File: src/hdl/sem_pkg.sv
// Shared types, constants and helpers for the Sobel edge magnitude block.
// No dependencies; every other file in hdl/ imports this package.
`timescale 1ns / 1ps
`default_nettype none
package sem_pkg;

	localparam int MAX_WIDTH    = 1024;
	localparam int ADDR_BITS    = $clog2(MAX_WIDTH);
	localparam int PIXEL_BITS   = 8;
	localparam int COL_BITS     = 10;
	localparam int ROW_BITS     = 12;
	localparam int WIDTH_BITS   = 11;
	localparam int HEIGHT_BITS  = 13;
	localparam int CFG_BITS     = 13;
	localparam int GRAD_BITS    = 11;
	localparam int ABS_BITS     = 10;
	localparam int SQ_BITS      = 2 * ABS_BITS;
	localparam int SUM_BITS     = SQ_BITS + 1;
	localparam int ROOT_SQ_BITS = 2 * PIXEL_BITS;

	localparam logic [WIDTH_BITS-1:0]  WIDTH_MIN  = 11'd3;
	localparam logic [WIDTH_BITS-1:0]  WIDTH_MAX  = 11'd1024;
	localparam logic [HEIGHT_BITS-1:0] HEIGHT_MIN = 13'd3;
	localparam logic [HEIGHT_BITS-1:0] HEIGHT_MAX = 13'd4096;
	localparam logic [WIDTH_BITS-1:0]  WIDTH_RST  = 11'd640;
	localparam logic [HEIGHT_BITS-1:0] HEIGHT_RST = 13'd480;

	// largest sum of squares whose rounded root is still below saturation
	localparam logic [SUM_BITS-1:0]   SAT_LIMIT = 21'd65280;
	localparam logic [PIXEL_BITS-1:0] MAG_MAX   = 8'd255;

	// 683 / 2048 is close enough to 1/3 to give an exact floor for sums up to 765
	localparam logic [9:0] RECIP3 = 10'd683;

	typedef enum logic [0:0] {
		REG_FRAME_WIDTH  = 1'b0,
		REG_FRAME_HEIGHT = 1'b1
	} cfg_reg_t;

	typedef enum logic [2:0] {
		T_IDLE,
		T_LOAD,
		T_GRAD,
		T_MAG,
		T_PUT
	} top_state_t;

	typedef enum logic [2:0] {
		MG_IDLE,
		MG_SQX,
		MG_SQY,
		MG_ROOT,
		MG_ROUND
	} mag_state_t;

	typedef struct packed {
		logic [PIXEL_BITS-1:0] red;
		logic [PIXEL_BITS-1:0] green;
		logic [PIXEL_BITS-1:0] blue;
	} pixel_t;

	typedef struct packed {
		logic [PIXEL_BITS-1:0] edge_value;
		logic [ROW_BITS-1:0]   out_row;
		logic [COL_BITS-1:0]   out_col;
		logic                  frame_done;
	} result_t;

	typedef struct packed {
		logic [PIXEL_BITS-1:0] older;
		logic [PIXEL_BITS-1:0] newer;
	} line_word_t;

	typedef struct packed {
		logic                 rd_en;
		logic                 wr_en;
		logic [ADDR_BITS-1:0] addr;
		line_word_t           wdata;
	} line_req_t;

	typedef struct packed {
		logic                        start;
		logic signed [GRAD_BITS-1:0] gx;
		logic signed [GRAD_BITS-1:0] gy;
	} mag_cmd_t;

	typedef struct packed {
		logic                  done;
		logic [PIXEL_BITS-1:0] value;
	} mag_status_t;

	// integer mean of three channels through a reciprocal multiply
	function automatic logic [PIXEL_BITS-1:0] gray_of(input pixel_t px);
		logic [9:0]  sum;
		logic [19:0] prod;
		sum  = {2'b00, px.red} + {2'b00, px.green} + {2'b00, px.blue};
		prod = sum * RECIP3;
		return prod[18:11];
	endfunction

endpackage
`default_nettype wire

File: src/hdl/sem_window.sv
// 3x3 gray window with the Sobel gx / gy kernels on its taps.
// Depends on sem_pkg for widths and the line word type.
`timescale 1ns / 1ps
`default_nettype none
module sem_window (
	input  wire                                  clk,
	input  wire                                  shift_en,
	input  sem_pkg::line_word_t                  col_in,
	input  wire [sem_pkg::PIXEL_BITS-1:0]        gray_in,
	output logic signed [sem_pkg::GRAD_BITS-1:0] gx,
	output logic signed [sem_pkg::GRAD_BITS-1:0] gy
);
	import sem_pkg::*;

	logic [PIXEL_BITS-1:0] win_q [9];
	logic signed [GRAD_BITS-1:0] m [9];

	// shift left, new column enters on the right: top from older line, bottom is the pixel
	always_ff @(posedge clk) begin
		if (shift_en) begin
			win_q[0] <= win_q[1];
			win_q[1] <= win_q[2];
			win_q[2] <= col_in.older;
			win_q[3] <= win_q[4];
			win_q[4] <= win_q[5];
			win_q[5] <= col_in.newer;
			win_q[6] <= win_q[7];
			win_q[7] <= win_q[8];
			win_q[8] <= gray_in;
		end
	end

	always_comb begin
		for (int i = 0; i < 9; i++) begin
			m[i] = signed'({{(GRAD_BITS-PIXEL_BITS){1'b0}}, win_q[i]});
		end
		gx = (m[2] - m[0]) + ((m[5] - m[3]) <<< 1) + (m[8] - m[6]);
		gy = (m[0] + (m[1] <<< 1) + m[2]) - (m[6] + (m[7] <<< 1) + m[8]);
	end

endmodule
`default_nettype wire

File: config.mk
export PLATFORM = sky130hd
export DESIGN_NAME = sem_window
export DESIGN_NICKNAME = d
export VERILOG_FILES = /design/src/hdl/sem_pkg.sv /design/src/hdl/sem_window.sv
export SDC_FILE = /design/constraint.sdc
export NUM_CORES = 1
export LEC_CHECK = 0
export ABC_AREA = 1
export BUFFER_PORTS_ARGS = -buffer_cell sky130_fd_sc_hd__buf_2
export CORE_ASPECT_RATIO = 1.2
export CORE_MARGIN = 8
export CORE_UTILIZATION = 29
export CTS_BUF_LIST = sky130_fd_sc_hd__clkbuf_8 sky130_fd_sc_hd__clkbuf_16
export DETAILED_ROUTE_END_ITERATION = 8
export GPL_TIMING_DRIVEN = 1
export HOLD_SLACK_MARGIN = 0.08
export PLACE_DENSITY = 0.55
export SYNTH_ARGS = -nofsm -noshare
export SYNTH_HDL_FRONTEND = slang
export SYNTH_SLANG_ARGS = --single-unit
export TNS_END_PERCENT = 10
File: constraint.sdc
create_clock -name clk -period 6.1 [get_ports clk]
set_clock_uncertainty 0.15 [all_clocks]
set_input_delay 1.22 -clock clk [delete_from_list [all_inputs] [get_ports clk]]
set_output_delay 1.22 -clock clk [all_outputs]
set_load 0.05 [all_outputs]
==> After elaboration in Yosys (flattened, before gate mapping) <==
Memory sizes are Yosys's and may differ from the RTL's.
Cells that the tools add are included.
Widths: inputs -> output; s select.
{ "classes": {"addsub": 10, "mul": 0, "n_div": 0, "n_lt_le_gt_ge": 0, "eq_ne": 0, "n_shift": 0, "n_mux": 2, "bitwise_logic": 0, "n_reduce_logical": 0} }
{ "op_table": {"columns": ["op", "count"], "rows": [
  ["$sub 8x8->9", 3],
  ["$add 10x8->11", 2],
  ["$add 8x9->10", 2],
  ["$add 11x9->11", 1],
  ["$add 9x10->11", 1],
  ["$sub 11x11->11", 1],
  ["$mux 1", 2]
]} }
{ "word_totals": {"reg_bits": 0, "latch_bits": 0, "ramBits": 72, "rom_bits": 0, "inputBits": 26, "out_inout_bits": 22, "elab_cells": 13, "n_memories": 1} }
{ "mem_list": {"columns": ["memory", "depth", "word_bits", "rd", "rd_ports_with_merged_regs", "wr", "line_no", "rtl"], "rows": [
  ["win_q", 9, 8, 9, 0, 9, "sem_window.sv:15", "logic [PIXEL_BITS-1:0] win_q [9];"]
]} }

==> Depth between registers and ports, before layout <==
Gate-level depths: netlist of the first run.
An unclocked memory read counts as a cell.
{ "depth": {"ltp_word": 4, "ltp_mapped": 20, "mapped_depth_nobuf": 20} }

==> Least setup slack after synthesis of the first run <==
No wires, ideal clock.
{ "synth_path": {"path_kind": "reg-to-output", "start": "memory win_q[8][3], in the netlist win_q[0][67]", "end": "output port gy[10] in the netlist's numbering", "arrival_ns": 3.493, "slack_ns": 1.237, "stages_incl_launch_ff": 13, "path_buffers": 0, "cell_sequence": "edfxtp_1 inv_1 fa_1 fa_1 inv_1 fa_1 inv_1 ha_1 a21oi_1 nand2_1 nand2_1 nand2_1 a21oi_1"} }
{ "synth_rtl": {"columns": ["element", "line_no", "rtl"], "rows": [
  ["start: declaration", "sem_window.sv:15", null],
  ["end: declaration", "sem_window.sv:11", "output logic signed [sem_pkg::GRAD_BITS-1:0] gy"]
]} }

==> results.json, run 1 <==
{
  "status": "finished, final reports clean",
  "post_synth.cell_area_avg_sq_um": 9.823,
  "cp-end-kind": "output pin",
  "r2r_start": "win_q[0][17]",
  "io-pin-count": 48,
  "final_common_cell": "inv_1",
  "numCtsBuffers": 9,
  "final_layout_size_suffix_gt1_share_pct": 11.31,
  "final_util_pct": 33.74,
  "min_period_ns": 5.120,
  "diodes": 0,
  "critPathMaxStageDelay_ns": 0.54,
  "synthFlopType": "edfxtp_1",
  "vias": 3391,
  "numPortBuffers": 47,
  "ant_nets": 0,
  "initial_core_util_pct": 29.24,
  "ys_seq_elements": 72,
  "cp.required_ns": 4.73,
  "die-area_sq_um": 22780,
  "cts.repair.resized": 0,
  "clkSinkCount": 72,
  "mostFrequentLayoutCells": "157 x inv_1, 114 x nand2_1, 72 x edfxtp_1, 47 x buf_2, 46 x ha_1",
  "critPathLaunchType": "register",
  "largest_register_ffs": 72,
  "place.gp.congestion": 0.7528,
  "worstHoldPathType": "register to register",
  "ys_seq_area_share_pct": 40.99,
  "holdWs_ns": 0.2663,
  "crit_slowest_cell": "fa_1",
  "critPathBufInv": 4,
  "drv_cap": 0,
  "yosys_warnings": 0,
  "firstDrtPassIters": 4,
  "design_area_sq_um": 6086,
  "areaGrowthSynthToFinish_pct": 15.37,
  "clkLatencyLatePin_ns": 0.35,
  "viasPerCell": 4.110,
  "min_period_over_period_pct": 83.93,
  "grt_setup_unrepaired": "false",
  "postCtsHoldBufs": 0,
  "synth_nets": 653,
  "cts_root_buf": "clkbuf_16",
  "top_register": "win_q",
  "post-route-drc-count": 0,
  "largestRegisters": "win_q: 72 flops",
  "synth-simple-area-share_pct": 13.59,
  "place_hpwl_mm": 8.149,
  "syn_area_sq_um": 5275,
  "path_class": "register to output pin",
  "num_rows": 54,
  "rrSetupSlack_ns": 5.14,
  "cpMostUsedCell": "fa_1",
  "synth_cell_types": 18,
  "synth_edf_count": 72,
  "hold_viol": 0,
  "drv_slew": 0,
  "synth_top_family_by_area": "adder cells",
  "finalNetCount": 712,
  "drt_wl_total_mm": 10.05,
  "cp_max_fo": 3,
  "grt_pass1_wl_mm": 16.80,
  "wl_per_cell_um": 12.19,
  "grt_overflow_total": 0,
  "die_x_um": 139.1,
  "placed_area_sq_um": 5798,
  "grt.total_usage_pct": 9.520,
  "max_slew_margin_pct": 51.74,
  "antenna_found_initial": 0,
  "cts_max_path_buffers": 2,
  "crit_path_start": "win_q[0][66]",
  "fin_setup_tns_ns": 0,
  "cp.arrival_ns": 3.75,
  "synth_compound_area_share_pct": 3.724,
  "min_from": "win_q[0][36]",
  "syn_inst": 537,
  "async_reset_ff_share_pct": 0,
  "cp_top_family": "adder cells",
  "crit_chain": "inv_1 > fa_1 > fa_1 > inv_1 > fa_1 > inv_1 > fa_1 > nand3_1 > nand2_1 > nand3_1 > nand3_1 > nand2_1 > buf_2",
  "grt_start_max_net_pins": 46,
  "cts_tree": "built",
  "muxShareOfSynthArea_pct": 0,
  "worst_pin_slew_ns": 0.7239,
  "drtIter0Drc": 155,
  "clock.fmax_mhz": 195.3,
  "yosys.area_share.adder_pct": 27.61,
  "setup-violations-final": 0,
  "cts-htree-levels": 3,
  "grt_pass1_vias": 3539,
  "path_clk_slew_ns": 0.06,
  "cts_setup_buffers": 0,
  "die_y_um": 163.7,
  "yosys.area_share.xor_xnor_pct": 2.989,
  "fill_cells": 1822,
  "core_area_sq_um": 18040
}
[path summary, 6_finish.rpt]
check / to / depth (start not counted)
setup / recovery: gy[7] / 13
hold / removal: win_q[0][28] / 0
setup reg to reg: win_q[0][9] / 0
hold reg to reg: win_q[0][28] / 0
[metrics by stage]
stage	cells	worst slack [ns]
floorplan	537	1.237
global placement	809	1.345
detailed placement	809	1.335
CTS	825	0.9250
global route	825	0.7458
finish	825	0.9805
[cell usage after synthesis, types with 2 or more instances]
master / n / area [sq um]
nand4_1: 7 / 43.79
a21oi_1: 23 / 115.1
xor2_1: 13 / 113.9
o21ai_2: 4 / 35.03
nand3_2: 2 / 20.02
ha_1: 46 / 575.6
inv_1: 156 / 585.6
nor3_1: 3 / 15.01
xnor2_1: 5 / 43.79
edfxtp_1: 72 / 2162
nand3b_1: 5 / 37.54
nand3_1: 23 / 115.1
nand2_1: 114 / 427.9
fa_1: 44 / 880.8
nor2_1: 13 / 48.80
o21a_1: 5 / 37.54
[logic make-up (layout without fill, tap and decap cells)]
kind of cell,Yosys count,after routing
adder cells (fa/ha/maj),90,90
AND/OR/NAND/NOR,168,168
XOR/XNOR,18,18
buffers and inverters,156,220
flip-flops,72,72
AO/OA/AOI/OAI,33,33
[per-layer routing]
layer | up-vias | GRT usage, % | share of wire (%)
met3 | 7 | 2.704 | 3.1
li1 | 1786 | - | -
met4 | 0 | 3.598 | 1.4
met2 | 43 | 15.80 | 49
met5 | - | 0 | 0
met1 | 1555 | 11.60 | 46
[area by class of cell]
class	instances	area [sq um]	area share [%]
multi-input cells	309	2527	41.53
flip-flops and latches	72	2162	35.53
inverters	156	585.6	9.622
well taps	224	280.3	4.605
repair buffers	48	242.7	3.988
clock buffers	9	225.2	3.701
clock inverters	7	62.56	1.028
Power of run 1 is left out: the tool's default activity adds up to more than one toggle a clock period on the data nets, which glitch-free logic cannot reach.
==> run 2, diff against run 1 <==
==> constraint.sdc (replaced) <==
create_clock -name clk -period 5 [get_ports clk]
set_clock_uncertainty 0.15 [all_clocks]
set_input_delay 1 -clock clk [delete_from_list [all_inputs] [get_ports clk]]
set_output_delay 1 -clock clk [all_outputs]
set_load 0.05 [all_outputs]
==> results.json, run 2 (same netlist as run 1, synthesis figures left out) <==
{
  "post-route-drc-count": 0,
  "diodes": 0,
  "hold_viol": 0,
  "path_class": "register to output pin",
  "cts_max_path_buffers": 2,
  "drv_cap": 0,
  "min_from": "win_q[0][32]",
  "placed_area_sq_um": 5798,
  "die-area_sq_um": 22780,
  "cp.arrival_ns": 3.62,
  "cp_top_family": "adder cells",
  "clkLatencyLatePin_ns": 0.34,
  "final_layout_size_suffix_gt1_share_pct": 12.65,
  "numPortBuffers": 47,
  "mostFrequentLayoutCells": "157 x inv_1, 113 x nand2_1, 72 x edfxtp_1, 46 x ha_1, 43 x fa_1",
  "vias": 3440,
  "core_area_sq_um": 18040,
  "grt_pass1_wl_mm": 16.81,
  "grt_overflow_total": 0,
  "clock.fmax_mhz": 209.4,
  "grt_setup_unrepaired": "true",
  "grt_start_max_net_pins": 42,
  "numCtsBuffers": 9,
  "areaGrowthSynthToFinish_pct": 16.65,
  "min_to": "win_q[0][24]",
  "viasPerCell": 4.170,
  "final_common_cell": "inv_1",
  "worst_pin_slew_ns": 0.7882,
  "wl_per_cell_um": 12.33,
  "worstHoldPathType": "register to register",
  "crit_slowest_cell": "fa_1",
  "antenna_found_initial": 0,
  "drtIter0Drc": 138,
  "critPathBufInv": 4,
  "grt.total_usage_pct": 9.480,
  "rrSetupSlack_ns": 4.02,
  "initial_core_util_pct": 29.24,
  "instances_no_fill": 825,
  "firstDrtPassIters": 4,
  "drt_wl_total_mm": 10.17,
  "ant_nets": 0,
  "num_rows": 54,
  "io-pin-count": 48,
  "r2r_start": "win_q[0][66]",
  "top_register": "win_q",
  "min_period_over_period_pct": 95.49,
  "place_hpwl_mm": 8.260,
  "critPathMaxStageDelay_ns": 0.54,
  "postCtsHoldBufs": 0,
  "cp-end-kind": "output pin",
  "hold_depth": 0,
  "cp_max_fo": 5,
  "largest_register_ffs": 72,
  "crit_chain": "inv_1 > fa_1 > inv_1 > fa_1 > fa_1 > inv_1 > ha_1 > a21oi_1 > o21a_1 > nand3_1 > nand2_1 > buf_4",
  "largestRegisters": "win_q: 72 flops",
  "setup-violations-final": 0,
  "min_period_ns": 4.775,
  "cts_tree": "built",
  "critPathLaunchType": "register",
  "place_inst": 809,
  "place.gp.congestion": 0.7642,
  "status": "finished, final reports clean",
  "cp.required_ns": 3.85,
  "fin_setup_tns_ns": 0,
  "max_slew_margin_pct": 47.45,
  "grt_pass1_vias": 3490,
  "path_clk_slew_ns": 0.06,
  "cts_root_buf": "clkbuf_16",
  "worstRegToRegCells": 1,
  "finalNetCount": 713,
  "die_x_um": 139.1,
  "design_area_sq_um": 6153,
  "drv_slew": 0,
  "clkSinkCount": 72,
  "die_y_um": 163.7,
  "cts-htree-levels": 3,
  "rr_endpoint": "win_q[0][58]"
}
==> run 2: cell count changes in the layout (fill, tap and decap cells not counted), sizes merged <==
cell / before / now
bufinv: 1 / 2
clkbuf: 9 / 11
clkinv: 4 / 2
buf: 48 / 47
==> run 2: worst max path at each step <==
stage	startpoint	endpoint	slack (ns)	cells after the start
6_report	win_q[0][70]	gy[9]	0.23	12
5_1_grt	win_q[0][16]	gx[10]	-0.01	17
4_1_cts	win_q[0][66]	gy[7]	0.06	13
3_5_place_dp	win_q[0][66]	gy[7]	0.46	13
3_3_place_gp	win_q[0][66]	gy[7]	0.46	13
2_1_floorplan	win_q[0][67]	gy[10]	0.36	12
==> run 2: layout make-up <==
cell class / count / area [sq um]
timing repair buffer: 49 / 267.8
multi-input combinational: 309 / 2547
clock buffer: 9 / 225.2
tap: 224 / 280.3
fill: 1792 / 11890
clock inverter: 6 / 85.08
sequential: 72 / 2162
inverter: 156 / 585.6
==> run 2: timing repair <==
item	CTS	global route
hold endpoints to repair	0	0
buffers inserted	0	1
resized for setup	0	18
endpoints found under the setup margin	0	9
==> run 2: metrics by stage <==
| stage | worst slack, ns | hold slack, ns | util (%) |
|---|---|---|---|
| 6_report | 0.2253 | 0.2680 | 34.11 |
| 5_1_grt | -0.01150 | 0.2696 | 34.11 |
| 4_1_cts | 0.05692 | 0.2700 | 33.86 |
| 3_5_place_dp | 0.4577 | 0.2574 | 32.14 |
| 3_3_place_gp | 0.4642 | 0.2504 | 32.14 |
| 2_1_floorplan | 0.3572 | 0.2503 | - |
==> run 2: routing by layer <==
layer | vias up | routed length (um) | track usage (%)
li1 | 1791 | - | -
met1 | 1592 | 4671 | 11.42
met2 | 47 | 5006 | 16.02
met3 | 10 | 328 | 2.530
met4 | 0 | 165 | 3.598
met5 | - | 0 | 0
Power of run 2 is left out for the same reason.
