[config.mk]
export PLATFORM = sky130hd
export DESIGN_NAME = sem_mag
export DESIGN_NICKNAME = d
export VERILOG_FILES = /design/src/hdl/sem_pkg.sv /design/src/hdl/sem_mag.sv
export SDC_FILE = /design/constraint.sdc
export NUM_CORES = 1
export LEC_CHECK = 0
export BUFFER_PORTS_ARGS = -buffer_cell sky130_fd_sc_hd__buf_2
export CAP_MARGIN = 40
export CORE_UTILIZATION = 52
export DETAILED_ROUTE_END_ITERATION = 16
export PLACE_DENSITY = 0.69
export SETUP_SLACK_MARGIN = 0.2
export SYNTH_ARGS = -nofsm -noshare
export SYNTH_HDL_FRONTEND = slang
export SYNTH_SLANG_ARGS = --single-unit
[constraint.sdc]
create_clock -name clk -period 10.8 [get_ports clk]
set_clock_uncertainty 0.2 [all_clocks]
set_input_delay 0 -clock clk [delete_from_list [all_inputs] [get_ports clk]]
set_output_delay 0 -clock clk [all_outputs]
set_load 0.01 [all_outputs]
[src/hdl/sem_pkg.sv]
// Shared types, constants and helpers for the Sobel edge magnitude block.
// No dependencies; every other file in hdl/ imports this package.
`timescale 1ns / 1ps
`default_nettype none
package sem_pkg;

	localparam int MAX_WIDTH    = 1024;
	localparam int ADDR_BITS    = $clog2(MAX_WIDTH);
	localparam int PIXEL_BITS   = 8;
	localparam int COL_BITS     = 10;
	localparam int ROW_BITS     = 12;
	localparam int WIDTH_BITS   = 11;
	localparam int HEIGHT_BITS  = 13;
	localparam int CFG_BITS     = 13;
	localparam int GRAD_BITS    = 11;
	localparam int ABS_BITS     = 10;
	localparam int SQ_BITS      = 2 * ABS_BITS;
	localparam int SUM_BITS     = SQ_BITS + 1;
	localparam int ROOT_SQ_BITS = 2 * PIXEL_BITS;

	localparam logic [WIDTH_BITS-1:0]  WIDTH_MIN  = 11'd3;
	localparam logic [WIDTH_BITS-1:0]  WIDTH_MAX  = 11'd1024;
	localparam logic [HEIGHT_BITS-1:0] HEIGHT_MIN = 13'd3;
	localparam logic [HEIGHT_BITS-1:0] HEIGHT_MAX = 13'd4096;
	localparam logic [WIDTH_BITS-1:0]  WIDTH_RST  = 11'd640;
	localparam logic [HEIGHT_BITS-1:0] HEIGHT_RST = 13'd480;

	// largest sum of squares whose rounded root is still below saturation
	localparam logic [SUM_BITS-1:0]   SAT_LIMIT = 21'd65280;
	localparam logic [PIXEL_BITS-1:0] MAG_MAX   = 8'd255;

	// 683 / 2048 is close enough to 1/3 to give an exact floor for sums up to 765
	localparam logic [9:0] RECIP3 = 10'd683;

	typedef enum logic [0:0] {
		REG_FRAME_WIDTH  = 1'b0,
		REG_FRAME_HEIGHT = 1'b1
	} cfg_reg_t;

	typedef enum logic [2:0] {
		T_IDLE,
		T_LOAD,
		T_GRAD,
		T_MAG,
		T_PUT
	} top_state_t;

	typedef enum logic [2:0] {
		MG_IDLE,
		MG_SQX,
		MG_SQY,
		MG_ROOT,
		MG_ROUND
	} mag_state_t;

	typedef struct packed {
		logic [PIXEL_BITS-1:0] red;
		logic [PIXEL_BITS-1:0] green;
		logic [PIXEL_BITS-1:0] blue;
	} pixel_t;

	typedef struct packed {
		logic [PIXEL_BITS-1:0] edge_value;
		logic [ROW_BITS-1:0]   out_row;
		logic [COL_BITS-1:0]   out_col;
		logic                  frame_done;
	} result_t;

	typedef struct packed {
		logic [PIXEL_BITS-1:0] older;
		logic [PIXEL_BITS-1:0] newer;
	} line_word_t;

	typedef struct packed {
		logic                 rd_en;
		logic                 wr_en;
		logic [ADDR_BITS-1:0] addr;
		line_word_t           wdata;
	} line_req_t;

	typedef struct packed {
		logic                        start;
		logic signed [GRAD_BITS-1:0] gx;
		logic signed [GRAD_BITS-1:0] gy;
	} mag_cmd_t;

	typedef struct packed {
		logic                  done;
		logic [PIXEL_BITS-1:0] value;
	} mag_status_t;

	// integer mean of three channels through a reciprocal multiply
	function automatic logic [PIXEL_BITS-1:0] gray_of(input pixel_t px);
		logic [9:0]  sum;
		logic [19:0] prod;
		sum  = {2'b00, px.red} + {2'b00, px.green} + {2'b00, px.blue};
		prod = sum * RECIP3;
		return prod[18:11];
	endfunction

endpackage
`default_nettype wire

[src/hdl/sem_mag.sv]
// Gradient magnitude unit: squares gx and gy on one multiplier, then an
// 8-step bit-by-bit square root with rounding and saturation. Uses sem_pkg.
`timescale 1ns / 1ps
`default_nettype none
module sem_mag (
	input  wire                   clk,
	input  wire                   arst_n,
	input  sem_pkg::mag_cmd_t     cmd,
	output sem_pkg::mag_status_t  status
);
	import sem_pkg::*;

	mag_state_t state_q, state_d;

	logic [ABS_BITS-1:0]     ax_q, ay_q;
	logic [SUM_BITS-1:0]     sum_q;
	logic [PIXEL_BITS-1:0]   q_q;
	logic [ROOT_SQ_BITS-1:0] qq_q;
	logic [PIXEL_BITS-1:0]   bit_q;

	logic [ABS_BITS-1:0]     mul_op;
	logic [SQ_BITS-1:0]      sq;
	logic [PIXEL_BITS-1:0]   t;
	logic [ROOT_SQ_BITS-1:0] tt;
	logic [ROOT_SQ_BITS:0]   upper;
	logic [GRAD_BITS-1:0]    ngx, ngy;

	always_comb begin
		ngx    = GRAD_BITS'(-cmd.gx);
		ngy    = GRAD_BITS'(-cmd.gy);
		mul_op = (state_q == MG_SQX) ? ax_q : ay_q;
		sq     = mul_op * mul_op;
		t      = q_q | bit_q;
		tt     = t * t;
		upper  = {1'b0, qq_q} + {{(ROOT_SQ_BITS+1-PIXEL_BITS){1'b0}}, q_q};
	end

	always_ff @(posedge clk or negedge arst_n) begin
		if (!arst_n) begin
			state_q <= MG_IDLE;
		end else begin
			state_q <= state_d;
		end
	end

	always_comb begin
		state_d      = state_q;
		status.done  = 1'b0;
		status.value = q_q;
		unique case (state_q)
			MG_IDLE: begin
				if (cmd.start) state_d = MG_SQX;
			end
			MG_SQX:  state_d = MG_SQY;
			MG_SQY:  state_d = MG_ROOT;
			MG_ROOT: begin
				if (bit_q[0]) state_d = MG_ROUND;
			end
			MG_ROUND: begin
				status.done = 1'b1;
				if (sum_q > SAT_LIMIT) begin
					status.value = MAG_MAX;
				end else if (sum_q > {{(SUM_BITS-ROOT_SQ_BITS-1){1'b0}}, upper}) begin
					status.value = q_q + 1'b1;
				end
				state_d = MG_IDLE;
			end
			default: state_d = MG_IDLE;
		endcase
	end

	always_ff @(posedge clk) begin
		case (state_q)
			MG_IDLE: begin
				// magnitudes stay below 1024, so ten bits of the absolute value suffice
				ax_q <= cmd.gx[GRAD_BITS-1] ? ngx[ABS_BITS-1:0] : cmd.gx[ABS_BITS-1:0];
				ay_q <= cmd.gy[GRAD_BITS-1] ? ngy[ABS_BITS-1:0] : cmd.gy[ABS_BITS-1:0];
			end
			MG_SQX: sum_q <= {1'b0, sq};
			MG_SQY: begin
				sum_q <= sum_q + {1'b0, sq};
				q_q   <= '0;
				qq_q  <= '0;
				bit_q <= {1'b1, {(PIXEL_BITS-1){1'b0}}};
			end
			MG_ROOT: begin
				if ({{(SUM_BITS-ROOT_SQ_BITS){1'b0}}, tt} <= sum_q) begin
					q_q  <= t;
					qq_q <= tt;
				end
				bit_q <= bit_q >> 1;
			end
			default: ;
		endcase
	end

endmodule
`default_nettype wire
* After elaboration in Yosys (flattened, before gate mapping)
Index checks and enable logic that the tools add are counted.
** Word-level totals
- Bits in registers :: 76
- Input port bits :: 25
- Output and inout bits :: 9
- Word-level logic and storage cells :: 45
** Cells by class
- $add $sub $neg :: 5
- Multiply operators :: 2
- $lt $le $gt $ge :: 3
- Equality and inequality tests :: 7
- Mux-type cells :: 15
- Bitwise operators :: 1
- Reductions and logical operators :: 5
** Operator list (number)
- $pmux 21 s2 :: 1
- $pmux 16 s2 :: 1
- $pmux 8 s2 :: 2
- $mux 10 :: 3
- $mux 8 :: 3
- $add 21x20->21 :: 1
- $gt 21x16->1 const B :: 1
- $gt 21x17->1 :: 1
- $le 16x21->1 :: 1
- $mul 10x10->20 :: 1
- $neg 10->10 :: 2
- $add 16x8->17 :: 1
- $mul 8x8->16 :: 1
- $mux 16 :: 1
- $pmux 3 s4 :: 1
- $mux 9 :: 1
- $add 8x1->8 const B :: 1
- $or 8x8->8 :: 1
- $eq 3x2->1 const B :: 2
- $mux 3 :: 2
- $ne 2x2->1 const B :: 3
- $reduce_and 2->1 :: 2
- $reduce_bool 2->1 :: 2
- $eq 3x1->1 const B :: 1
- 2 further kinds :: 2

* Logic depth before layout (Yosys ltp)
Gate-level depths: netlist (run 1).
- Depth in word-level cells :: 5
- Mapped depth :: 33
- Depth with buffers taken out :: 30

* Least setup slack after synthesis (run 1)
No wires, ideal clock.
- Path kind :: register to register
- Start :: register state_q[0]
- End :: register sum_q[19] (data pin)
- Library setup time :: 0.260 ns
- Arrival :: 7.024 ns
- Required time :: 10.340 ns
- Slack :: 3.316 ns
- Stages on the path, launching flop included :: 27
- Path buffers :: 3
- Clock period less this slack :: 7.484 ns
- Cells stage by stage :: dfrtp_1 -> buf_4 -> nor3b_2 -> buf_4 -> buf_1 -> mux2_2 -> nand2_1 -> fa_1 -> fa_1 -> inv_1 -> fa_1 -> fa_1 -> inv_1 -> fa_1 -> inv_1 -> ha_1 -> a2111oi_0 -> a21oi_1 -> a41oi_1 -> o21ai_0 -> xor2_1 -> ha_1 -> a21o_1 -> a21o_1 -> a221oi_1 -> xnor2_1 -> mux2_2
** Between the ends
- Longest elaborated chain between the ends :: 5
- Elaborated cells between the ends (all ways) :: 6
- Classes of those cells :: add/sub: 1; mul: 1; eq/ne: 2; mux: 2
** RTL lines
- start, declared :: line sem_mag.sv:13 : mag_state_t state_q, state_d;
- start signal, assigned :: line sem_mag.sv:42 : state_q <= state_d;
- $eq 3x1->1 :: line sem_mag.sv:31, sem_mag.sv:73
- $mux 10 :: line sem_mag.sv:31 : mul_op = (state_q == MG_SQX) ? ax_q : ay_q;
- $mul 10x10->20 :: line sem_mag.sv:32 : sq = mul_op * mul_op;
- $add 21x20->21 :: line sem_mag.sv:81 : sum_q <= sum_q + {1'b0, sq};
- $pmux 21 s2 (*) :: line sem_mag.sv:73 : case (state_q)
- end signal, assigned :: line sem_mag.sv:79 : MG_SQX: sum_q <= {1'b0, sq};
- end signal, assigned :: line sem_mag.sv:81
- end, declared :: line sem_mag.sv:16 : logic [SUM_BITS-1:0] sum_q;
Every way passes the cells marked *; elsewhere a longest branch is shown, timed or not.
A chain may end at the register's enable or synchronous reset.

* Worst setup path after layout (run 1)
Same ends and word-level chain as after synthesis.

==> impl_metrics.py, run 1 <==
metrics = {
    "global_route": {
        "grt_use_met3": 0.0256,
        "antenna_found_initial": 0,
        "grtUsageMet2": 0.427,
        "grt_pass1_wl_um": 38200,
        "track_usage": 0.244,
        "grt_max_degree": 23,
        "grt_pass1_vias": 7883,
        "globalRouteOverflowTotal": 0,
        "busiest_layer": "met2",
        "grt_use_met1": 0.321,
    },
    "hold_path": {
        "min_path_type": "in2reg",
    },
    "clocking": {
        "cts_inserted_buffers": 9,
        "cts_tree": "yes",
        "post_cts_resized": 0,
        "ctsHtreeMaxLevel": 3,
        "cts_buffer_depth": 2,
        "path_clk_slew_ps": 60,
        "cts.sinks": 74,
        "clock_latency_ps": 340,
        "root_buffer": "clkbuf_16",
    },
    "sta": {
        "worst_slack_ps": 2690,
        "maxSlewViolCount": 0,
        "fin_setup_tns_ps": 0,
        "period_needed_ps": 8110,
        "relSlewSlack": 0.482,
        "worstMarginPinSlew_ps": 758,
        "max_freq_mhz": 123,
        "finalCritPeriodShare": 0.751,
        "finalSetupViolCount": 0,
        "rsz0062_at_grt": "false",
        "hold_viol": 0,
    },
    "detailed_routing": {
        "wl_per_cell_um": 16.2,
        "drt_first_pass_iters": 4,
        "num_vias": 7886,
        "wirelength_um": 22800,
        "detail-route-antenna-nets": 0,
        "route.detailed.drc": 0,
        "via_per_inst": 5.62,
        "drt_iter0_drc": 416,
    },
    "outcome": {
        "status": "finished, final reports clean",
    },
    "synth": {
        "synth_edf_count": 71,
        "synth_area_leaders": "edfxtp_1 (21%), ha_1 (17%), fa_1 (15%)",
        "syn_nets": 1329,
        "post-synth-top-count-cell": "inv_1",
        "yosysTopAreaCellShare": 0.214,
        "postSynthAreaPerCell_sq_um": 9.11,
        "postSynthCellCount": 1093,
        "synth_top_area_cell": "edfxtp_1",
        "synth.distinct_cells": 67,
        "yosysSeqAreaShare": 0.222,
        "syn-cell-area_sq_mm": 0.00996,
        "synth_common_cells": "inv_1 (170), ha_1 (137), nor2_1 (99)",
        "ys_ff_latch": 74,
        "synth-async-reset-ratio": 0.0405,
        "synth-main-ff-cell": "edfxtp_1",
        "yosysWarnings": 0,
    },
    "setup_path": {
        "crit_path_start_kind": "flop",
        "cp.required_ps": 10690,
        "cp-end-kind": "flop",
        "worstPathArrival_ps": 8010,
        "crit_type": "reg2reg",
        "cp_max_fo": 19,
    },
    "placed_design": {
        "place_area_sq_mm": 0.0104,
        "place.gp.congestion": 0.882,
        "hpwl_um": 17900,
        "place_ws_ps": 2670,
        "port_buffers": 33,
    },
    "finish": {
        "syn_to_final_growth_pct": 11.4,
        "regArea_sq_mm": 0.00221,
        "fillCellCount": 1657,
        "multiInputGateArea_sq_mm": 0.00702,
        "drive_gt1_frac": 0.0778,
        "nets": 1401,
        "design_area_sq_mm": 0.0111,
        "antenna_cells": 0,
    },
    "floorplan": {
        "die_area_sq_mm": 0.0197,
        "die_y_um": 140,
        "start_util": 0.531,
        "rows": 50,
        "fp.dieW_um": 140,
        "ioPinCount": 34,
        "core_sq_mm": 0.0188,
    },
    "run": {
        "drv_cap": 0,
    },
}
-- stage by stage --
step	utilization	hold slack [ps]	std cells
6_report	0.591	257	1404
5_1_grt	0.591	233	1404
2_1_floorplan	-	-496	1093
3_3_place_gp	0.552	-404	1343
3_5_place_dp	0.554	-401	1346
4_1_cts	0.591	207	1404
-- state kept, by name (all words and copies together) (netlist names) --
register	flops
sum_q	21
qq_q	15
ax_q	10
ay_q	10
bit_q	8
state_q	3
q_q	7
-- per-layer routing --
layer  part of all wire  vias up  routed length (um)
met5                  0        -                   0
met4              0.014        0                 309
met3              0.031       20                 714
met2               0.49      128               11100
met1               0.47     3836               10600
li1                   -     3902                   -
-- final timing paths --
path / start / endpoint / slack, ps / cells past startpoint
setup / recovery: state_q[0] / sum_q[19] / 2690 / 25
hold / removal: cmd[11] / ax_q[0] / 260 / 2
setup reg to reg: state_q[0] / sum_q[19] / 2690 / 25
hold reg to reg: state_q[2] / state_q[0] / 370 / 1
max in group asynchronous: arst_n / state_q[1] / 9920 / 3
min in group asynchronous: arst_n / state_q[2] / 340 / 3
-- layout by cell type (no fill, tap or decap), types with 4 or more instances in the layout --
| cell | instances |
|---|---|
| nor2_1 | 99 |
| buf_2 | 33 |
| a211oi_1 | 8 |
| buf_4 | 4 |
| o21a_1 | 11 |
| nor3_1 | 13 |
| a31oi_1 | 10 |
| dlygate4sd3_1 | 42 |
| o211ai_1 | 4 |
| nand2b_1 | 8 |
| and2_1 | 15 |
| xnor2_1 | 59 |
| edfxtp_1 | 71 |
| fa_1 | 74 |
| a2111oi_0 | 4 |
| o21bai_1 | 6 |
| o31ai_1 | 9 |
| or3_1 | 5 |
| and3_1 | 18 |
| nor4_1 | 7 |
| clkbuf_16 | 9 |
| mux2_2 | 17 |
| mux2i_1 | 8 |
| xor2_1 | 28 |
| a21boi_0 | 4 |
| a21oi_1 | 44 |
| o21ai_0 | 47 |
| nand2_1 | 85 |
| nand3_1 | 8 |
| a21o_1 | 17 |
| nand4_1 | 18 |
| nor2b_1 | 14 |
| inv_1 | 170 |
| ha_1 | 137 |
-- critical path: stages (launching register included) --
cell and delay (ps):
dfrtp_1 620, nor3b_2 240, buf_4 270, mux2i_1 490, inv_1 230, nand2_1 210
fa_1 450, fa_1 540, inv_1 50, fa_1 500, fa_1 540, inv_1 50
fa_1 520, inv_1 40, ha_1 360, a2111oi_0 380, a21oi_1 160, a41oi_1 300
o21ai_0 150, xor2_1 170, ha_1 350, a21o_1 190, a21o_1 170, a221oi_1 320
xnor2_1 90, mux2_2 260
-- repair_timing --
| item | 4_1_cts | 5_1_grt |
|---|---|---|
| endpoints found under the hold margin | 24 | 0 |
| hold buffers | 42 | 0 |
| setup buffers | 0 | 0 |
-- kinds of logic (layout without fill, tap and decap cells) --
family                   count (synthesis)  after routing  share of synthesized area
multiplexers                            25             25                     0.0273
AO/OA/AOI/OAI                          195            195                      0.129
adder cells (fa/ha/maj)                211            211                      0.321
flip-flops                              74             74                      0.222
AND/OR/NAND/NOR                        309            309                      0.150
buffers and inverters                  192            269                     0.0742
XOR/XNOR                                87             87                     0.0765
-- area by class of cell --
| cell class | count | share of cell area |
|---|---|---|
| well taps | 234 | 0.0264 |
| clock inverters | 6 | 0.00395 |
| flip-flops and latches | 74 | 0.199 |
| multi-input cells | 827 | 0.633 |
| clock buffers | 10 | 0.0206 |
| inverters | 171 | 0.0578 |
| repair buffers | 82 | 0.0595 |
Power of run 1 is left out: the tool's default activity adds up to more than one toggle a clock period on the data nets, which glitch-free logic cannot reach.
==> run 2, diff against run 1 <==
==> constraint.sdc (replaced) <==
create_clock -name clk -period 8.5 [get_ports clk]
set_clock_uncertainty 0.2 [all_clocks]
set_input_delay 0 -clock clk [delete_from_list [all_inputs] [get_ports clk]]
set_output_delay 0 -clock clk [all_outputs]
set_load 0.01 [all_outputs]
==> impl_metrics.py, run 2 (same netlist as run 1, synthesis figures left out) <==
metrics = {
    "placed_design": {
        "dp.cells": 1352,
        "place.gp.congestion": 0.870,
        "hpwl_um": 18000,
        "port_buffers": 33,
    },
    "setup_path": {
        "ff2ff_path_depth": 27,
        "crit_path_start_kind": "flop",
        "slowest_delay_ps": 560,
        "crit_type": "reg2reg",
        "rr_startpoint": "state_q[1]",
        "cp_max_fo": 18,
        "crit_path_top_delay_cell": "fa_1",
        "rrSetupSlack_ps": 740,
        "worstPathArrival_ps": 7670,
        "crit_path_start": "state_q[1]",
        "cp.required_ps": 8410,
        "r2r-end": "sum_q[20]",
        "cp-end-kind": "flop",
    },
    "finish": {
        "reg_top3": "sum_q (21), qq_q (15)",
        "nets": 1408,
        "fin_util": 0.596,
        "layout_common_cells": "inv_1 (170), ha_1 (137), nor2_1 (99), nand2_1 (85), fa_1 (74)",
        "drive_gt1_frac": 0.0841,
        "fin_cells": 1411,
        "syn_to_final_growth_pct": 12.3,
        "largest_register": "sum_q",
        "final_common_cell": "inv_1",
        "largest_reg_flops": 21,
        "antenna_cells": 0,
    },
    "floorplan": {
        "rows": 50,
        "die_area_sq_mm": 0.0197,
        "start_util": 0.531,
        "core_sq_mm": 0.0188,
        "die_y_um": 140,
        "ioPinCount": 34,
        "fp.dieW_um": 140,
    },
    "global_route": {
        "grt_pass1_wl_um": 38900,
        "grt_pass1_vias": 7979,
        "antenna_found_initial": 0,
        "track_usage": 0.249,
        "grt_max_degree": 23,
        "globalRouteOverflowTotal": 0,
    },
    "detailed_routing": {
        "wl_per_cell_um": 16.3,
        "route.detailed.drc": 0,
        "via_per_inst": 5.61,
        "drt_first_pass_iters": 5,
        "num_vias": 7915,
        "detail-route-antenna-nets": 0,
        "drt_iter0_drc": 368,
        "wirelength_um": 23100,
    },
    "clocking": {
        "cts.sinks": 74,
        "path_clk_slew_ps": 70,
        "cts_setup_buffers": 0,
        "clock_latency_ps": 350,
        "cts_tree": "yes",
        "ctsHtreeMaxLevel": 3,
        "cts_buffer_depth": 2,
        "root_buffer": "clkbuf_16",
        "cts_inserted_buffers": 9,
    },
    "sta": {
        "worstMarginPinSlew_ps": 757,
        "max_freq_mhz": 129,
        "maxSlewViolCount": 0,
        "finalCritPeriodShare": 0.913,
        "relSlewSlack": 0.482,
        "holdWs_ps": 217,
        "hold_viol": 0,
        "finalSetupViolCount": 0,
        "fin_setup_tns_ps": 0,
        "period_needed_ps": 7760,
        "rsz0062_at_grt": "false",
    },
    "hold_path": {
        "holdPathStages": 2,
        "whs_endpoint": "ax_q[0]",
        "min_path_type": "in2reg",
        "hp-start": "cmd[11]",
    },
    "outcome": {
        "status": "finished, final reports clean",
    },
    "run": {
        "drv_cap": 0,
    },
}
==> run 2: cell types whose count changed in the layout (fill, tap and decap cells not counted), sizes merged <==
| cell | change |
|---|---|
| buf | +6 |
| bufinv | +1 |
| clkinv | -3 |
| inv | +3 |
| clkbuf | -1 |
| dlygate4sd3 | +1 |
==> run 2: timing repair <==
action / CTS / global route
resized for setup: 0 / 2
hold buffers: 43 / 0
setup endpoints to repair: 0 / 3
endpoints found under the hold margin: 24 / 0
==> run 2: area by class of cell <==
class / count / area [sq um]
fillers: 1604 / 7580
multi-input cells: 827 / 7030
flip-flops and latches: 74 / 2210
repair buffers: 89 / 712
inverters: 171 / 642
well taps: 234 / 293
clock buffers: 9 / 225
clock inverters: 7 / 83.8
==> run 2: metal layers <==
metal,vias to the layer above,routed length (um),global-route usage
met5,-,0,0
met4,0,421,0.0763
met3,27,852,0.0301
met2,170,11400,0.438
met1,3801,10400,0.319
li1,3917,-,-
==> run 2: how the worst max path moves through the flow <==
stage,endpoint,slack [ps],cells after the start
2_1_floorplan,sum_q[19],1020,26
3_3_place_gp,sum_q[19],810,26
3_5_place_dp,sum_q[20],740,27
4_1_cts,sum_q[20],690,27
5_1_grt,sum_q[20],220,27
6_report,sum_q[20],740,27
==> run 2: stage by stage <==
step | cell area [sq um] | worst slack, ps
2_1_floorplan | 9960 | 1020
4_1_cts | 11200 | 690
5_1_grt | 11200 | 220
3_3_place_gp | 10400 | 809
3_5_place_dp | 10400 | 738
6_report | 11200 | 740
==> run 2: worst max-delay path: cells and delay by family, from the launching register on <==
family	cells	cell delay, ps
mux	1	460
compound gates	6	1190
flops	1	440
simple gates	5	1010
xor+xnor	2	430
fa+ha+maj	7	3200
buf+inv	6	570
Power of run 2 is left out for the same reason.
==> run 3, diff against run 2 <==
--- a/config.mk
+++ b/config.mk
@@ -5,10 +5,11 @@
 export SDC_FILE = /design/constraint.sdc
 export NUM_CORES = 1
 export LEC_CHECK = 0
-export BUFFER_PORTS_ARGS = -buffer_cell sky130_fd_sc_hd__buf_2
+export BUFFER_PORTS_ARGS = -buffer_cell sky130_fd_sc_hd__buf_4
 export CAP_MARGIN = 40
 export CORE_UTILIZATION = 52
 export DETAILED_ROUTE_END_ITERATION = 16
+export MAX_ROUTING_LAYER = met4
 export PLACE_DENSITY = 0.69
 export SETUP_SLACK_MARGIN = 0.2
 export SYNTH_ARGS = -nofsm -noshare
==> impl_metrics.py, run 3 (same netlist as run 1, synthesis figures left out) <==
metrics = {
    "detailed_routing": {
        "num_vias": 7844,
        "detail-route-antenna-nets": 0,
        "wl_per_cell_um": 16.1,
        "route.detailed.drc": 0,
        "wirelength_um": 22800,
        "via_per_inst": 5.56,
        "drt_iter0_drc": 361,
        "drt_first_pass_iters": 5,
    },
    "outcome": {
        "status": "finished, final reports clean",
    },
    "sta": {
        "max_freq_mhz": 129,
        "hold_viol": 0,
        "fin_setup_tns_ps": 0,
        "finalSetupViolCount": 0,
        "relSlewSlack": 0.413,
        "worstMarginPinSlew_ps": 859,
        "finalCritPeriodShare": 0.915,
        "rsz0062_at_grt": "false",
        "holdWs_ps": 204,
        "period_needed_ps": 7770,
        "maxSlewViolCount": 0,
    },
    "finish": {
        "antenna_cells": 0,
        "largest_reg_flops": 21,
        "largest_register": "sum_q",
        "reg_top3": "sum_q (21), qq_q (15)",
        "layout_common_cells": "inv_1 (170), ha_1 (137), nor2_1 (99), nand2_1 (85), fa_1 (74)",
        "fillCellCount": 1603,
        "syn_to_final_growth_pct": 13.1,
        "drive_gt1_frac": 0.0841,
        "final_common_cell": "inv_1",
        "nets": 1408,
    },
    "placed_design": {
        "place.gp.congestion": 0.882,
        "port_buffers": 33,
        "hpwl_um": 18200,
    },
    "floorplan": {
        "ioPinCount": 34,
        "rows": 50,
        "core_sq_mm": 0.0188,
        "start_util": 0.531,
        "fp.dieW_um": 140,
        "die_y_um": 140,
        "die_area_sq_mm": 0.0197,
    },
    "global_route": {
        "track_usage": 0.248,
        "grt_pass1_wl_um": 37700,
        "grt_pass1_vias": 7776,
        "antenna_found_initial": 0,
        "globalRouteOverflowTotal": 0,
        "grt_max_degree": 23,
    },
    "setup_path": {
        "critical_path.top_delay_family": "adder cells",
        "crit_path_top_delay_cell": "fa_1",
        "crit_path_start": "state_q[1]",
        "cp_num_buf_inv": 6,
        "worstPathArrival_ps": 7680,
        "cp-end-kind": "flop",
        "slowest_delay_ps": 550,
        "crit_path_start_kind": "flop",
        "crit_type": "reg2reg",
        "rr_startpoint": "state_q[1]",
        "cp.required_ps": 8400,
        "cp_max_fo": 18,
    },
    "clocking": {
        "cts_tree": "yes",
        "cts_inserted_buffers": 9,
        "cts.sinks": 74,
        "cts_setup_buffers": 0,
        "root_buffer": "clkbuf_16",
        "clock_latency_ps": 360,
        "cts_buffer_depth": 2,
        "path_clk_slew_ps": 70,
        "ctsHtreeMaxLevel": 3,
    },
    "run": {
        "drv_cap": 0,
    },
    "hold_path": {
        "min_path_type": "in2reg",
        "hp-start": "cmd[0]",
    },
}
[run 3: area by class of cell]
class | instances | area (sq um) | share of cell area
well taps | 234 | 293 | 0.0260
clock inverters | 7 | 81.3 | 0.00722
inverters | 171 | 642 | 0.0570
flip-flops and latches | 74 | 2210 | 0.196
repair buffers | 89 | 791 | 0.0702
multi-input cells | 827 | 7030 | 0.624
clock buffers | 9 | 225 | 0.0200
[run 3: final timing paths]
kind | endpoint | slack [ps] | depth (start not counted)
hold reg to reg | state_q[0] | 360 | 1
setup reg to reg | sum_q[19] | 730 | 26
setup / recovery | sum_q[19] | 730 | 26
max in group asynchronous | state_q[1] | 7610 | 3
hold / removal | ay_q[0] | 200 | 2
min in group asynchronous | state_q[0] | 340 | 3
[run 3: metal layers]
layer / part of all wire / wire length (um) / vias up / global-route usage
li1: - / - / 3902 / -
met1: 0.47 / 10600 / 3767 / 0.319
met2: 0.49 / 11100 / 147 / 0.419
met3: 0.031 / 700 / 28 / 0.0256
met4: 0.015 / 331 / 0 / 0.0619
met5: 0 / 0 / - / -
[run 3: timing repair]
action | CTS | global route
resized for setup | 0 | 2
endpoints found under the setup margin | 0 | 1
endpoints found under the hold margin | 24 | 0
hold buffers | 43 | 0
[run 3: metrics by stage]
step / instances / area, sq um / util / worst slack, ps
2_1_floorplan: 1093 / 9960 / - / 1020
3_3_place_gp: 1350 / 10500 / 0.559 / 805
3_5_place_dp: 1352 / 10500 / 0.561 / 663
4_1_cts: 1411 / 11300 / 0.600 / 645
5_1_grt: 1411 / 11300 / 0.600 / 253
6_report: 1411 / 11300 / 0.600 / 726
Power of run 3 is left out for the same reason.
